[config.mk]
export PLATFORM = sky130hd
export DESIGN_NAME = priority_send_queue_with_credit_unit_flat
export DESIGN_NICKNAME = d
export VERILOG_FILES = /design/src/rtl/psq_pkg.sv /design/src/rtl/psq_in_if.sv /design/src/rtl/psq_out_if.sv /design/src/rtl/psq_cfg.sv /design/src/rtl/psq_mem.sv /design/src/rtl/priority_send_queue_with_credit_unit.sv /design/src/flat_wrapper.sv
export SDC_FILE = /design/constraint.sdc
export NUM_CORES = 1
export LEC_CHECK = 0
export ABC_AREA = 1
export BUFFER_PORTS_ARGS = -buffer_cell sky130_fd_sc_hd__buf_2
export CAP_MARGIN = 30
export CORE_MARGIN = 2
export CORE_UTILIZATION = 35
export CTS_BUF_LIST = sky130_fd_sc_hd__clkbuf_8 sky130_fd_sc_hd__clkbuf_16
export DETAILED_ROUTE_END_ITERATION = 16
export PLACE_DENSITY = 0.49
export SYNTH_ARGS = -nofsm -noshare
export SYNTH_HDL_FRONTEND = slang
export SYNTH_SLANG_ARGS = --single-unit
[constraint.sdc]
create_clock -name i_clk -period 9.9 [get_ports i_clk]
set_clock_uncertainty 0.15 [all_clocks]
set_input_delay 0.99 -clock i_clk [delete_from_list [all_inputs] [get_ports i_clk]]
set_output_delay 0.99 -clock i_clk [all_outputs]
set_load 0.03 [all_outputs]
[src/rtl/psq_pkg.sv]
// shared types, constants and helpers of the priority send queue
package psq_pkg;

    localparam int QUEUE_DEPTH = 16;
    localparam int IDX_W = $clog2(QUEUE_DEPTH);
    localparam int CNT_W = $clog2(QUEUE_DEPTH + 1);
    localparam int RM_W = 5;
    localparam int APB_AW = 5;
    localparam int APB_DW = 32;
    localparam int RUN_MAX = 15;

    localparam logic [2:0] CMD_ENQ = 3'd0;
    localparam logic [2:0] CMD_DRAIN = 3'd1;
    localparam logic [2:0] CMD_CLR_LOW = 3'd2;
    localparam logic [2:0] CMD_CLR_ALL = 3'd3;
    localparam logic [2:0] CMD_PURGE = 3'd4;

    localparam logic [1:0] KIND_SENT = 2'd0;
    localparam logic [1:0] KIND_ACK = 2'd1;
    localparam logic [1:0] KIND_WAIT = 2'd2;

    localparam logic [2:0] REG_OFFSET = 3'd0;
    localparam logic [2:0] REG_LOW_LIMIT = 3'd1;
    localparam logic [2:0] REG_CAP = 3'd2;
    localparam logic [2:0] REG_COST = 3'd3;
    localparam logic [2:0] REG_IDLE_WAIT = 3'd4;

    localparam logic [7:0] WAIT_NO_CREDIT = 8'd2;

    typedef struct packed {
        logic [2:0]  command;
        logic [10:0] base_priority;
        logic [15:0] payload_handle;
        logic [15:0] dest_key;
        logic        is_notice;
        logic [7:0]  elapsed_seconds;
    } t_in_word;

    typedef struct packed {
        logic [1:0]      kind;
        logic [15:0]     sent_handle;
        logic [7:0]      wait_seconds;
        logic            queue_full;
        logic [RM_W-1:0] removed_count;
        logic            last_of_run;
    } t_out_word;

    typedef struct packed {
        logic [10:0] priority_offset;
        logic [11:0] low_priority_limit;
        logic [3:0]  credit_cap;
        logic [3:0]  credit_cost;
        logic [7:0]  idle_wait_seconds;
    } t_cfg;

    typedef struct packed {
        logic [11:0] prio;
        logic [15:0] handle;
        logic [15:0] dest;
        logic        notice;
    } t_entry;

    typedef struct packed {
        logic             we;
        logic [IDX_W-1:0] waddr;
        t_entry           wdata;
        logic             re;
        logic [IDX_W-1:0] raddr;
    } t_mem_req;

    typedef enum logic [3:0] {
        ST_IDLE,
        ST_INS_RD,
        ST_INS_CHK,
        ST_DR_CHK,
        ST_DR_SEND,
        ST_CL_RD,
        ST_CL_CHK,
        ST_PG_RD,
        ST_PG_CHK,
        ST_EMIT
    } t_state;

    // logical queue position to physical slot, circular from the head
    function automatic logic [IDX_W-1:0] phys(input logic [IDX_W-1:0] head,
                                              input logic [CNT_W-1:0] pos);
        logic [IDX_W:0] sum;
        sum = (IDX_W + 1)'(head) + (IDX_W + 1)'(pos);
        if (sum >= (IDX_W + 1)'(QUEUE_DEPTH)) begin
            sum = sum - (IDX_W + 1)'(QUEUE_DEPTH);
        end
        return sum[IDX_W-1:0];
    endfunction

endpackage

[src/rtl/psq_in_if.sv]
// command channel interface
interface psq_in_if;
    logic               valid;
    logic               ready;
    psq_pkg::t_in_word  data;
    modport source(output valid, output data, input ready);
    modport sink(input valid, input data, output ready);
endinterface

[src/rtl/psq_out_if.sv]
// result channel interface
interface psq_out_if;
    logic               valid;
    logic               ready;
    psq_pkg::t_out_word data;
    modport source(output valid, output data, input ready);
    modport sink(input valid, input data, output ready);
endinterface

[src/rtl/psq_cfg.sv]
// apb configuration registers
module psq_cfg (
    input  logic                        i_clk,
    input  logic                        i_rst_n,
    input  logic                        psel,
    input  logic                        penable,
    input  logic                        pwrite,
    input  logic [psq_pkg::APB_AW-1:0]  paddr,
    input  logic [psq_pkg::APB_DW-1:0]  pwdata,
    output logic [psq_pkg::APB_DW-1:0]  prdata,
    output logic                        pready,
    output psq_pkg::t_cfg               o_cfg
);
    psq_pkg::t_cfg r_cfg;
    logic [2:0]    idx;

    assign idx = paddr[4:2];
    assign pready = 1'b1;
    assign o_cfg = r_cfg;

    always_ff @(posedge i_clk) begin
        if (!i_rst_n) begin
            r_cfg.priority_offset <= 11'd0;
            r_cfg.low_priority_limit <= 12'd200;
            r_cfg.credit_cap <= 4'd9;
            r_cfg.credit_cost <= 4'd2;
            r_cfg.idle_wait_seconds <= 8'd30;
        end else if (psel && penable && pwrite) begin
            case (idx)
                psq_pkg::REG_OFFSET:    r_cfg.priority_offset <= pwdata[10:0];
                psq_pkg::REG_LOW_LIMIT: r_cfg.low_priority_limit <= pwdata[11:0];
                psq_pkg::REG_CAP:       r_cfg.credit_cap <= pwdata[3:0];
                psq_pkg::REG_COST:      r_cfg.credit_cost <= pwdata[3:0];
                psq_pkg::REG_IDLE_WAIT: r_cfg.idle_wait_seconds <= pwdata[7:0];
                default: begin
                end
            endcase
        end
    end

    always_comb begin
        case (idx)
            psq_pkg::REG_OFFSET:    prdata = 32'(r_cfg.priority_offset);
            psq_pkg::REG_LOW_LIMIT: prdata = 32'(r_cfg.low_priority_limit);
            psq_pkg::REG_CAP:       prdata = 32'(r_cfg.credit_cap);
            psq_pkg::REG_COST:      prdata = 32'(r_cfg.credit_cost);
            psq_pkg::REG_IDLE_WAIT: prdata = 32'(r_cfg.idle_wait_seconds);
            default:                prdata = '0;
        endcase
    end
endmodule

[src/rtl/psq_mem.sv]
// entry store, one write and one registered read port
module psq_mem (
    input  logic                i_clk,
    input  psq_pkg::t_mem_req   i_req,
    output psq_pkg::t_entry     o_rdata
);
    psq_pkg::t_entry r_mem [psq_pkg::QUEUE_DEPTH];
    psq_pkg::t_entry r_rdata;

    assign o_rdata = r_rdata;

    always_ff @(posedge i_clk) begin
        if (i_req.we) begin
            r_mem[i_req.waddr] <= i_req.wdata;
        end
        if (i_req.re) begin
            r_rdata <= r_mem[i_req.raddr];
        end
    end
endmodule

[src/rtl/priority_send_queue_with_credit_unit.sv]
// top level: sorted send queue with credit-limited drain
// enqueue shifts each entry below the new one up a slot, walking from the tail; a full
// queue only answers; drain sends one word per entry while credit lasts, then a wait word;
// clear-low reads from the head up to the first low entry, purge reads every entry;
// clear all and unknown commands go straight to the result word; one command at a time
// reset: synchronous active low, empties the queue and zeroes the send credit
module priority_send_queue_with_credit_unit (
    input  logic                        i_clk,
    input  logic                        i_rst_n,
    psq_in_if.sink                      i_req,
    psq_out_if.source                   o_rsp,
    input  logic                        psel,
    input  logic                        penable,
    input  logic                        pwrite,
    input  logic [psq_pkg::APB_AW-1:0]  paddr,
    input  logic [psq_pkg::APB_DW-1:0]  pwdata,
    output logic [psq_pkg::APB_DW-1:0]  prdata,
    output logic                        pready
);
    localparam int IW = psq_pkg::IDX_W;
    localparam int CW = psq_pkg::CNT_W;

    psq_pkg::t_cfg      cfg;
    psq_pkg::t_mem_req  mem;
    psq_pkg::t_entry    rdata;

    // control state
    psq_pkg::t_state    r_state, n_state;
    logic [CW-1:0]      r_count, n_count;
    logic [IW-1:0]      r_head, n_head;
    logic [4:0]         r_credit, n_credit;     // two's complement
    logic               r_ov, n_ov;
    // working registers
    logic [CW-1:0]      r_i, n_i;
    logic [CW-1:0]      r_j, n_j;
    logic [3:0]         r_n, n_n;               // words sent in this drain
    psq_pkg::t_in_word  r_item, n_item;
    logic [11:0]        r_prio, n_prio;
    psq_pkg::t_out_word r_res, n_res;
    psq_pkg::t_out_word r_out, n_out;

    logic               accept;
    logic               can_emit;
    logic               no_credit;
    logic               full;
    logic               ins_here;
    logic               purge_hit;
    logic signed [9:0]  credit_sum;
    logic [4:0]         cost;
    psq_pkg::t_entry    new_entry;

    psq_cfg u_cfg (
        .i_clk   (i_clk),
        .i_rst_n (i_rst_n),
        .psel    (psel),
        .penable (penable),
        .pwrite  (pwrite),
        .paddr   (paddr),
        .pwdata  (pwdata),
        .prdata  (prdata),
        .pready  (pready),
        .o_cfg   (cfg)
    );

    psq_mem u_mem (
        .i_clk   (i_clk),
        .i_req   (mem),
        .o_rdata (rdata)
    );

    assign i_req.ready = (r_state == psq_pkg::ST_IDLE);
    assign accept = i_req.valid && i_req.ready;
    assign o_rsp.valid = r_ov;
    assign o_rsp.data = r_out;
    // output register free now or freed at this edge
    assign can_emit = !r_ov || o_rsp.ready;

    assign full = (r_count >= CW'(psq_pkg::QUEUE_DEPTH));
    assign no_credit = r_credit[4] || (r_credit == 5'd0) || (r_n >= 4'(psq_pkg::RUN_MAX));
    assign ins_here = (r_prio <= rdata.prio);
    assign purge_hit = rdata.notice && (rdata.dest == r_item.dest_key);
    assign credit_sum = 10'(signed'(r_credit)) + signed'({2'b00, i_req.data.elapsed_seconds});
    assign cost = (cfg.credit_cost == 4'd0) ? 5'd1 : {1'b0, cfg.credit_cost};
    assign new_entry = '{prio: r_prio, handle: r_item.payload_handle,
                         dest: r_item.dest_key, notice: r_item.is_notice};

    // next state
    always_comb begin
        n_state = r_state;
        case (r_state)
            psq_pkg::ST_IDLE: begin
                if (accept) begin
                    case (i_req.data.command)
                        psq_pkg::CMD_ENQ:
                            n_state = full ? psq_pkg::ST_EMIT : psq_pkg::ST_INS_RD;
                        psq_pkg::CMD_DRAIN:
                            n_state = (r_count == '0) ? psq_pkg::ST_EMIT
                                                      : psq_pkg::ST_DR_CHK;
                        psq_pkg::CMD_CLR_LOW: n_state = psq_pkg::ST_CL_RD;
                        psq_pkg::CMD_PURGE:   n_state = psq_pkg::ST_PG_RD;
                        default:              n_state = psq_pkg::ST_EMIT;
                    endcase
                end
            end
            psq_pkg::ST_INS_RD:
                n_state = (r_j == '0) ? psq_pkg::ST_EMIT : psq_pkg::ST_INS_CHK;
            psq_pkg::ST_INS_CHK:
                n_state = ins_here ? psq_pkg::ST_EMIT : psq_pkg::ST_INS_RD;
            psq_pkg::ST_DR_CHK:
                n_state = ((r_count == '0) || no_credit) ? psq_pkg::ST_EMIT
                                                         : psq_pkg::ST_DR_SEND;
            psq_pkg::ST_DR_SEND:
                if (can_emit) begin
                    n_state = psq_pkg::ST_DR_CHK;
                end
            psq_pkg::ST_CL_RD:
                n_state = (r_i == r_count) ? psq_pkg::ST_EMIT : psq_pkg::ST_CL_CHK;
            psq_pkg::ST_CL_CHK:
                n_state = (rdata.prio > cfg.low_priority_limit) ? psq_pkg::ST_CL_RD
                                                                : psq_pkg::ST_EMIT;
            psq_pkg::ST_PG_RD:
                n_state = (r_i == r_count) ? psq_pkg::ST_EMIT : psq_pkg::ST_PG_CHK;
            psq_pkg::ST_PG_CHK: n_state = psq_pkg::ST_PG_RD;
            psq_pkg::ST_EMIT:
                if (can_emit) begin
                    n_state = psq_pkg::ST_IDLE;
                end
            default: n_state = psq_pkg::ST_IDLE;
        endcase
    end

    // datapath, store accesses and result words
    always_comb begin
        n_count = r_count;
        n_head = r_head;
        n_credit = r_credit;
        n_i = r_i;
        n_j = r_j;
        n_n = r_n;
        n_item = r_item;
        n_prio = r_prio;
        n_res = r_res;
        n_out = r_out;
        n_ov = r_ov && !o_rsp.ready;
        mem = '0;

        case (r_state)
            psq_pkg::ST_IDLE: begin
                if (accept) begin
                    n_item = i_req.data;
                    n_prio = 12'(i_req.data.base_priority) + 12'(cfg.priority_offset);
                    n_i = '0;
                    n_j = r_count;
                    n_n = '0;
                    n_res = '0;
                    n_res.last_of_run = 1'b1;
                    n_res.kind = psq_pkg::KIND_ACK;
                    case (i_req.data.command)
                        psq_pkg::CMD_ENQ: n_res.queue_full = full;
                        psq_pkg::CMD_DRAIN: begin
                            if (r_count == '0) begin
                                n_res.kind = psq_pkg::KIND_WAIT;
                                n_res.wait_seconds = cfg.idle_wait_seconds;
                            end else if (credit_sum > signed'(10'(cfg.credit_cap))) begin
                                n_credit = {1'b0, cfg.credit_cap};
                            end else begin
                                n_credit = credit_sum[4:0];
                            end
                        end
                        psq_pkg::CMD_CLR_ALL: begin
                            n_res.removed_count = psq_pkg::RM_W'(r_count);
                            n_count = '0;
                        end
                        // survivors are compacted from the head
                        psq_pkg::CMD_PURGE: n_j = '0;
                        default: begin
                        end
                    endcase
                end
            end
            psq_pkg::ST_INS_RD: begin
                if (r_j == '0) begin
                    mem.we = 1'b1;
                    mem.waddr = psq_pkg::phys(r_head, '0);
                    mem.wdata = new_entry;
                    n_count = r_count + 1'b1;
                end else begin
                    mem.re = 1'b1;
                    mem.raddr = psq_pkg::phys(r_head, r_j - 1'b1);
                end
            end
            psq_pkg::ST_INS_CHK: begin
                // shift the entry above up one slot, or drop the new one in
                mem.we = 1'b1;
                mem.waddr = psq_pkg::phys(r_head, r_j);
                if (ins_here) begin
                    mem.wdata = new_entry;
                    n_count = r_count + 1'b1;
                end else begin
                    mem.wdata = rdata;
                    n_j = r_j - 1'b1;
                end
            end
            psq_pkg::ST_DR_CHK: begin
                n_res = '0;
                n_res.last_of_run = 1'b1;
                n_res.kind = psq_pkg::KIND_WAIT;
                if (r_count == '0) begin
                    n_res.wait_seconds = cfg.idle_wait_seconds;
                end else if (no_credit) begin
                    n_res.wait_seconds = psq_pkg::WAIT_NO_CREDIT;
                end else begin
                    mem.re = 1'b1;
                    mem.raddr = r_head;
                end
            end
            psq_pkg::ST_DR_SEND: begin
                if (can_emit) begin
                    n_out = '0;
                    n_out.kind = psq_pkg::KIND_SENT;
                    n_out.sent_handle = rdata.handle;
                    n_ov = 1'b1;
                    n_credit = r_credit - cost;
                    n_head = psq_pkg::phys(r_head, CW'(1));
                    n_count = r_count - 1'b1;
                    n_n = r_n + 1'b1;
                end
            end
            psq_pkg::ST_CL_RD: begin
                if (r_i == r_count) begin
                    n_res.removed_count = '0;
                end else begin
                    mem.re = 1'b1;
                    mem.raddr = psq_pkg::phys(r_head, r_i);
                end
            end
            psq_pkg::ST_CL_CHK: begin
                // sorted, so everything from the first low entry on goes
                if (rdata.prio > cfg.low_priority_limit) begin
                    n_i = r_i + 1'b1;
                end else begin
                    n_res.removed_count = psq_pkg::RM_W'(r_count - r_i);
                    n_count = r_i;
                end
            end
            psq_pkg::ST_PG_RD: begin
                if (r_i == r_count) begin
                    n_res.removed_count = psq_pkg::RM_W'(r_count - r_j);
                    n_count = r_j;
                end else begin
                    mem.re = 1'b1;
                    mem.raddr = psq_pkg::phys(r_head, r_i);
                end
            end
            psq_pkg::ST_PG_CHK: begin
                // compact survivors toward the head, order kept
                if (!purge_hit) begin
                    mem.we = 1'b1;
                    mem.waddr = psq_pkg::phys(r_head, r_j);
                    mem.wdata = rdata;
                    n_j = r_j + 1'b1;
                end
                n_i = r_i + 1'b1;
            end
            psq_pkg::ST_EMIT: begin
                if (can_emit) begin
                    n_out = r_res;
                    n_ov = 1'b1;
                end
            end
            default: begin
            end
        endcase
    end

    always_ff @(posedge i_clk) begin
        if (!i_rst_n) begin
            r_state <= psq_pkg::ST_IDLE;
            r_count <= '0;
            r_head <= '0;
            r_credit <= '0;
            r_ov <= 1'b0;
        end else begin
            r_state <= n_state;
            r_count <= n_count;
            r_head <= n_head;
            r_credit <= n_credit;
            r_ov <= n_ov;
        end
    end

    always_ff @(posedge i_clk) begin
        r_i <= n_i;
        r_j <= n_j;
        r_n <= n_n;
        r_item <= n_item;
        r_prio <= n_prio;
        r_res <= n_res;
        r_out <= n_out;
    end

    // fill level stays within the store
    a_count_bound: assert property (@(posedge i_clk) disable iff (!i_rst_n)
        r_count <= CW'(psq_pkg::QUEUE_DEPTH))
        else $error("queue fill level beyond depth");

    // an insert walk only runs on a queue with a free slot
    a_ins_room: assert property (@(posedge i_clk) disable iff (!i_rst_n)
        (r_state == psq_pkg::ST_INS_CHK) |-> (r_count < CW'(psq_pkg::QUEUE_DEPTH)))
        else $error("insert walk on a full queue");

    // each sent word removes exactly one entry
    a_send_pop: assert property (@(posedge i_clk) disable iff (!i_rst_n)
        (r_state == psq_pkg::ST_DR_SEND && can_emit) |=>
        (r_count == $past(r_count) - 1'b1))
        else $error("sent word without matching pop");

    // store never written and read at the same slot in one cycle
    a_no_rw_clash: assert property (@(posedge i_clk) disable iff (!i_rst_n)
        (mem.we && mem.re) |-> (mem.waddr != mem.raddr))
        else $error("same-slot read and write");

endmodule

[src/flat_wrapper.sv]
// flat-port wrapper written by rule: the top's interface ports become plain ports
module priority_send_queue_with_credit_unit_flat 
  (i_clk, i_rst_n, psel, penable, pwrite, paddr, pwdata, prdata, pready, i_req_valid, i_req_data, i_req_ready, o_rsp_valid, o_rsp_data, o_rsp_ready);
  psq_in_if i_req_i ();
  psq_out_if o_rsp_i ();
  input  logic i_clk;
  input  logic i_rst_n;
  input  logic psel;
  input  logic penable;
  input  logic pwrite;
  input  logic [psq_pkg::APB_AW-1:0] paddr;
  input  logic [psq_pkg::APB_DW-1:0] pwdata;
  output logic [psq_pkg::APB_DW-1:0] prdata;
  output logic pready;
  input wire logic [$bits(i_req_i.valid)-1:0] i_req_valid;
  input wire logic [$bits(i_req_i.data)-1:0] i_req_data;
  output wire logic [$bits(i_req_i.ready)-1:0] i_req_ready;
  output wire logic [$bits(o_rsp_i.valid)-1:0] o_rsp_valid;
  output wire logic [$bits(o_rsp_i.data)-1:0] o_rsp_data;
  input wire logic [$bits(o_rsp_i.ready)-1:0] o_rsp_ready;
  assign i_req_i.valid = i_req_valid;
  assign i_req_i.data = i_req_data;
  assign i_req_ready = i_req_i.ready;
  assign o_rsp_valid = o_rsp_i.valid;
  assign o_rsp_data = o_rsp_i.data;
  assign o_rsp_i.ready = o_rsp_ready;
  priority_send_queue_with_credit_unit u_core (.i_clk(i_clk), .i_rst_n(i_rst_n), .i_req(i_req_i), .o_rsp(o_rsp_i), .psel(psel), .penable(penable), .pwrite(pwrite), .paddr(paddr), .pwdata(pwdata), .prdata(prdata), .pready(pready));
endmodule
=== Yosys cells after proc, flatten, opt, wreduce, memory -nomap -nowiden ===
Memories as Yosys holds them, arrays and structs flattened. A register that Yosys moved wholly into a read port is not among the register bits.
Index checks and enable logic that the tools add are counted.

* Add/subtract/negate cells: 20
* Reduce and logical (&&, ||, !) cells: 43
* Magnitude comparators: 10
* Multiplexer cells: 76
* Eq/ne operators: 33

{| class="wikitable"
|+ Operator list
! cell !! count
|-
| $pmux W50 S3 || 1
|-
| $mux W5 || 26
|-
| $mux W50 || 2
|-
| $mux W33 || 3
|-
| $mux W4 || 18
|-
| $pmux W33 S2 || 1
|-
| $pmux W12 S5 || 1
|-
| $pmux W27 S2 || 1
|-
| $mux W45 || 1
|-
| $pmux W5 S3 || 3
|-
| $pmux W4 S10 || 1
|-
| $pmux W5 S6 || 1
|-
| $ge A5 B5 Y1 const B || 5
|-
| $pmux W5 S5 || 1
|-
| $mux W8 || 3
|-
| $sub A4 B1 Y4 const B || 5
|-
| $eq A16 B16 Y1 || 1
|-
| $eq A4 B3 Y1 const B || 4
|-
| $pmux W4 S4 || 1
|-
| $reduce_and A2 Y1 || 8
|-
| $add A4 B5 Y5 || 3
|-
| $add A5 B1 Y5 const B || 3
|-
| $logic_not A5 Y1 || 3
|-
| $ne A2 B1 Y1 const B || 7
|-
| other kinds (39) || 79
|}

* Memories: 1
* Register bits after elaboration: 183
* RAM bits: 720
* Output and inout bits: 68
* Word-level logic and storage cells: 212

{| class="wikitable"
|+ Memories
! memory !! words !! bits a word !! read ports !! clocked after Yosys merged registers in !! wr ports !! RTL line !! source
|-
| u_core.u_mem.r_mem || 16 || 45 || 1 || 1 || 1 || psq_mem.sv:7 || <nowiki>psq_pkg::t_entry r_mem [psq_pkg::QUEUE_DEPTH];</nowiki>
|}

=== Logic depth before layout (Yosys ltp) ===
* Word-level depth: 7
* Mapped depth: 20
* Mapped depth without buffers: 20

=== By module ===
A second synthesis with hierarchy kept.

* Cell total of the unflattened synthesis: 4373
* Area, all modules: 43177.7 µm²

{| class="wikitable"
|+ Modules (own cells, without submodules)
! module !! area each (µm²) !! seq. area each (µm²) !! cells an instance !! instances
|-
| psq_mem || 32274.7 || 22972.0 || 2967 || 1
|-
| priority_send_queue_with_credit_unit || 8787.2 || 3623.5 || 1081 || 1
|-
| psq_cfg || 2115.8 || 780.7 || 325 || 1
|}

=== Worst setup path before layout ===
Ideal clock, no wire load.

* Path type: register to register
* From: reg u_core.r_state[0]
* To: reg u_core.r_credit[0]
* Slack: 5453 ps
* Setup time: 72 ps
* Path buffers: 0
* Arrival time: 4226 ps
* Data required time: 9678 ps
* Stages on the path, launching flop included: 12
* Cell sequence: dfxtp_1 -> nor2_1 -> inv_1 -> nor2_1 -> inv_1 -> nor2_1 -> inv_1 -> nand2_1 -> nand2_1 -> a21oi_1 -> nand2_1 -> a21oi_1

* Word-level cells in the longest chain between the ends: 4

{| class="wikitable"
|+ RTL lines
! item !! RTL line !! source
|-
| start: declaration || priority_send_queue_with_credit_unit.sv:28 || <nowiki>psq_pkg::t_state r_state, n_state;</nowiki>
|-
| start signal: assignment || priority_send_queue_with_credit_unit.sv:278 || <nowiki>r_state <= psq_pkg::ST_IDLE;</nowiki>
|-
| start signal: assignment || priority_send_queue_with_credit_unit.sv:284 || <nowiki>r_state <= n_state;</nowiki>
|-
| $logic_not A4 Y1 * || priority_send_queue_with_credit_unit.sv:71 || <nowiki>assign i_req.ready = (r_state == psq_pkg::ST_IDLE);</nowiki>
|-
| via i_req_ready || flat_wrapper.sv:17 || <nowiki>output wire logic [$bits(i_req_i.ready)-1:0] i_req_ready;</nowiki>
|-
| $logic_and A1 B1 Y1 || priority_send_queue_with_credit_unit.sv:72 || <nowiki>assign accept = i_req.valid && i_req.ready;</nowiki>
|-
| $ne A2 B2 Y1 (no source line) || n/a ||
|-
| $reduce_and A5 Y1 (no source line) || n/a ||
|-
| end signal: assignment || priority_send_queue_with_credit_unit.sv:287 || <nowiki>r_credit <= n_credit;</nowiki>
|-
| end: declaration || priority_send_queue_with_credit_unit.sv:31 || <nowiki>logic [4:0] r_credit, n_credit;</nowiki>
|}

Mark *: on every way through the listed nets, which the timed path passes. The rest lies on a longest branch.
A chain may end at the register's enable or synchronous reset.

=== Final worst setup path ===
* From: reg u_core.r_j[1]
* To: reg u_core.u_mem.o_rdata[15] (netlist name)

* Word-level cells in the longest chain between the ends: 6

{| class="wikitable"
|+ RTL lines
! item !! RTL line !! source
|-
| start: declaration || priority_send_queue_with_credit_unit.sv:35 || <nowiki>logic [CW-1:0] r_j, n_j;</nowiki>
|-
| start signal: assignment || priority_send_queue_with_credit_unit.sv:294 || <nowiki>r_j <= n_j;</nowiki>
|-
| $sub A5 B1 Y5 || priority_send_queue_with_credit_unit.sv:189 || <nowiki>mem.raddr = psq_pkg::phys(r_head, r_j - 1'b1);</nowiki>
|-
| $add A4 B5 Y5 || psq_pkg.sv:88 || <nowiki>sum = (IDX_W + 1)'(head) + (IDX_W + 1)'(pos);</nowiki>
|-
| $sub A4 B1 Y4 or $ge A5 B5 Y1 (tied branches) || psq_pkg.sv:90, psq_pkg.sv:89 ||
|-
| $mux W4 || psq_pkg.sv:89 || <nowiki>if (sum >= (IDX_W + 1)'(QUEUE_DEPTH)) begin</nowiki>
|-
| $mux W5 * || priority_send_queue_with_credit_unit.sv:182 || <nowiki>if (r_j == '0) begin</nowiki>
|-
| $pmux W5 S3 * || priority_send_queue_with_credit_unit.sv:147 || <nowiki>case (r_state)</nowiki>
|}

Mark *: on every way between the ends. The rest lies on a longest branch, timed or not.

==> results.py <==
metrics = {
    "timing": {
        "max_freq_mhz": 202,
        "tightest_slew_ns": 1.07,
        "post-route-min-period_ns": 4.95,
        "tns_ns": 0,
        "rsz0062_at_grt": "no",
        "fin_ws_ns": 4.95,
        "relSlewSlack_pct": 28.4,
        "post-route-period-util_pct": 50.0,
        "drv_slew": 0,
        "hold-worst-slack_ns": 0.334,
        "setup_violations": 0,
        "hold_violations": 0,
    },
    "power": {
        "p_per_area_nw_per_um2": 307,
        "irDropWorstVdd_mv": 0.289,
        "leakagePower_nw": 19.2,
        "fin_total_pwr_mw": 14.9,
    },
    "run_status": {
        "status": "finished clean",
    },
    "logic_synthesis": {
        "netlist.area_leader.share_pct": 61.4,
        "synth_cell_type_count": 50,
        "muxShareOfSynthArea_pct": 0,
        "ys_seq_elements": 931,
        "synth_adder_area_share_pct": 2.68,
        "synth_edf_count": 873,
        "synth_top_family_by_area": "simple AND/OR/NAND/NOR gates",
        "post-synth-top-count-cell": "nand2_1",
        "synthesis.area_um2": 42700,
        "synthTopCellsByArea": "edfxtp_1, nand3_1, nand2_1",
        "synth_commonest_cells": "nand2_1, edfxtp_1, nand3_1, inv_1, nand3b_1",
        "yosysTopAreaCell": "edfxtp_1",
        "avgSynthCellArea_um2": 10.6,
        "synth-xor-area-share_pct": 0.920,
        "synthCells": 4036,
        "yosysSeqAreaShare_pct": 64.1,
        "synth_flop_cell": "edfxtp_1",
        "synth-simple-area-share_pct": 22.0,
        "ys_async_sr_fraction_pct": 0,
        "yosys_warnings": 0,
        "synth_compound_area_share_pct": 3.71,
    },
    "placed_design": {
        "hpwl_um": 62400,
        "place_area_um2": 45200,
        "place_ws_ns": 4.74,
        "dp_cells": 5647,
        "io_buffers": 123,
        "place_congestion": 0.820,
    },
    "clock_tree": {
        "clock-sinks": 931,
        "numCtsBuffers": 104,
        "cts_hold_buffers": 0,
        "htree_num_levels": 3,
        "cts_buffer_depth": 3,
        "clk_pin_slew_ns": 0.06,
        "cts_root_buf": "clkbuf_16",
        "cts_setup_buffers": 0,
        "post_cts_resized": 0,
        "cts_tree": "done",
        "clock_latency_ns": 0.68,
    },
    "grt": {
        "grt_pass1_wl_um": 180000,
        "grt.overflow.total": 0,
        "track_usage_pct": 19.0,
        "antenna_found_initial": 4,
        "grt_max_degree": 188,
        "grt_pass1_vias": 28300,
    },
    "floorplanning": {
        "start_util_pct": 35.2,
        "ios": 167,
        "dieArea_um2": 125000,
        "die_w_um": 353,
        "die_h_um": 353,
        "core_um2": 121000,
        "row_count": 128,
    },
    "finish": {
        "drive_gt1_share_pct": 9.54,
        "n_antenna_cell": 0,
        "final_cells": 5839,
        "final_core_util_pct": 40.0,
        "nets": 4318,
        "area_growth_pct": 13.7,
        "finalInstanceArea_um2": 48500,
    },
    "route": {
        "drtAntennaViolNets": 0,
        "wirelength_um": 121000,
        "drtPass1Iterations": 6,
        "vias": 29200,
        "vias_per_cell": 5.00,
        "dr.first_iter.drc_count": 2550,
        "wl_per_cell_um": 20.7,
        "drc": 0,
    },
    "worst_setup_path": {
        "endpoint_kind": "flop",
        "critPathLaunch": "u_core.r_j[1]",
        "required_ns": 10.16,
        "cp.arrival_ns": 5.22,
        "critPathLaunchType": "flop",
        "r2r-start": "u_core.r_j[1]",
        "worstSetupPathType": "flop to flop",
        "cp_max_fo": 185,
    },
    "flow_run": {
        "max-cap-violations": 0,
    },
    "worst_hold_path": {
        "holdCritPathClass": "input pin to flop",
        "min-delay-start": "i_req_data[13]",
    },
}
kinds of logic after synthesis:
| group | after synthesis |
|---|---|
| adder cells (fa/ha/maj) | 86 |
| flip-flops | 931 |
| XOR/XNOR | 44 |
| AND/OR/NAND/NOR | 2012 |
| AO/OA/AOI/OAI | 282 |
| buffers and inverters | 679 |
| other | 2 |
layout make-up:
type | count | area (um^2)
fillers | 11800 | 72800
flip-flops and latches | 931 | 27400
multi-input cells | 2445 | 12800
clock buffers | 107 | 2640
well taps | 1625 | 2030
inverters | 449 | 1710
repair buffers | 202 | 1410
clock inverters | 80 | 592
state kept, by name, summed over array words and instances, names as in the netlist, 12 cells and up:
name / cells
u_core.u_mem.o_rdata: 45
u_core.new_entry: 33
u_core.o_rsp.data: 33
u_core.u_mem.r_mem: 720
u_core.u_cfg.o_cfg: 39
u_core.r_res: 16
u_core.r_prio: 12
worst max-delay path, stage by stage, from the launching register on:
cell,delay (ns)
edfxtp_1,0.48
inv_1,0.23
ha_1,0.27
nand2_2,0.08
nor2_2,0.04
nand2_2,0.11
nand2_2,0.14
inv_2,0.12
nand2_1,0.07
nand2_2,0.12
clkinv_8,0.48
nand2_8,0.90
buf_12,0.66
nand2_1,0.10
nand3_1,0.12
nand3_1,0.09
nand3_1,0.15
nand2_1,0.06
layer usage:
metal  up-vias  wire length, um  track usage [%]
met4         0             2810             5.57
li1      14100                -                -
met1     14200            54100             26.0
met3       188             6490             2.52
met2       764            57700             31.7
met5         -                0                0
path summary, 6_finish.rpt:
check,cells past startpoint,slack [ns],endpoint
max reg2reg,17,4.95,u_core.u_mem.o_rdata[15]
min,1,0.33,u_core.new_entry[5]
min reg2reg,2,0.36,u_core.u_cfg.o_cfg[8]
max,17,4.95,u_core.u_mem.o_rdata[15]
layout by cell type (no fill, tap or decap), drive strengths merged, types with 6 or more instances in the layout:
cell type,netlist,final
o22ai,12,12
bufinv,0,8
xnor2,13,13
nand3b,226,226
nor2,154,154
nor3,16,16
clkinv,3,47
fa,9,9
o221ai,15,15
clkbuf,75,108
nand2,911,911
xor2,31,31
buf,155,201
edfxtp,873,873
ha,77,77
inv,446,469
o21ai,135,135
o211ai,6,6
nand4,17,17
a21oi,87,87
conb,2,21
nand3,680,680
dfxtp,58,58
power breakdown:
group | switching (mW) | internal (mW) | total [mW]
logic | 3.78 | 1.56 | 5.33
registers | 0.259 | 5.59 | 5.85
clock network | 1.57 | 2.13 | 3.70
total | 5.61 | 9.28 | 14.9
No activity file was read; power rests on OpenSTA's default activity.
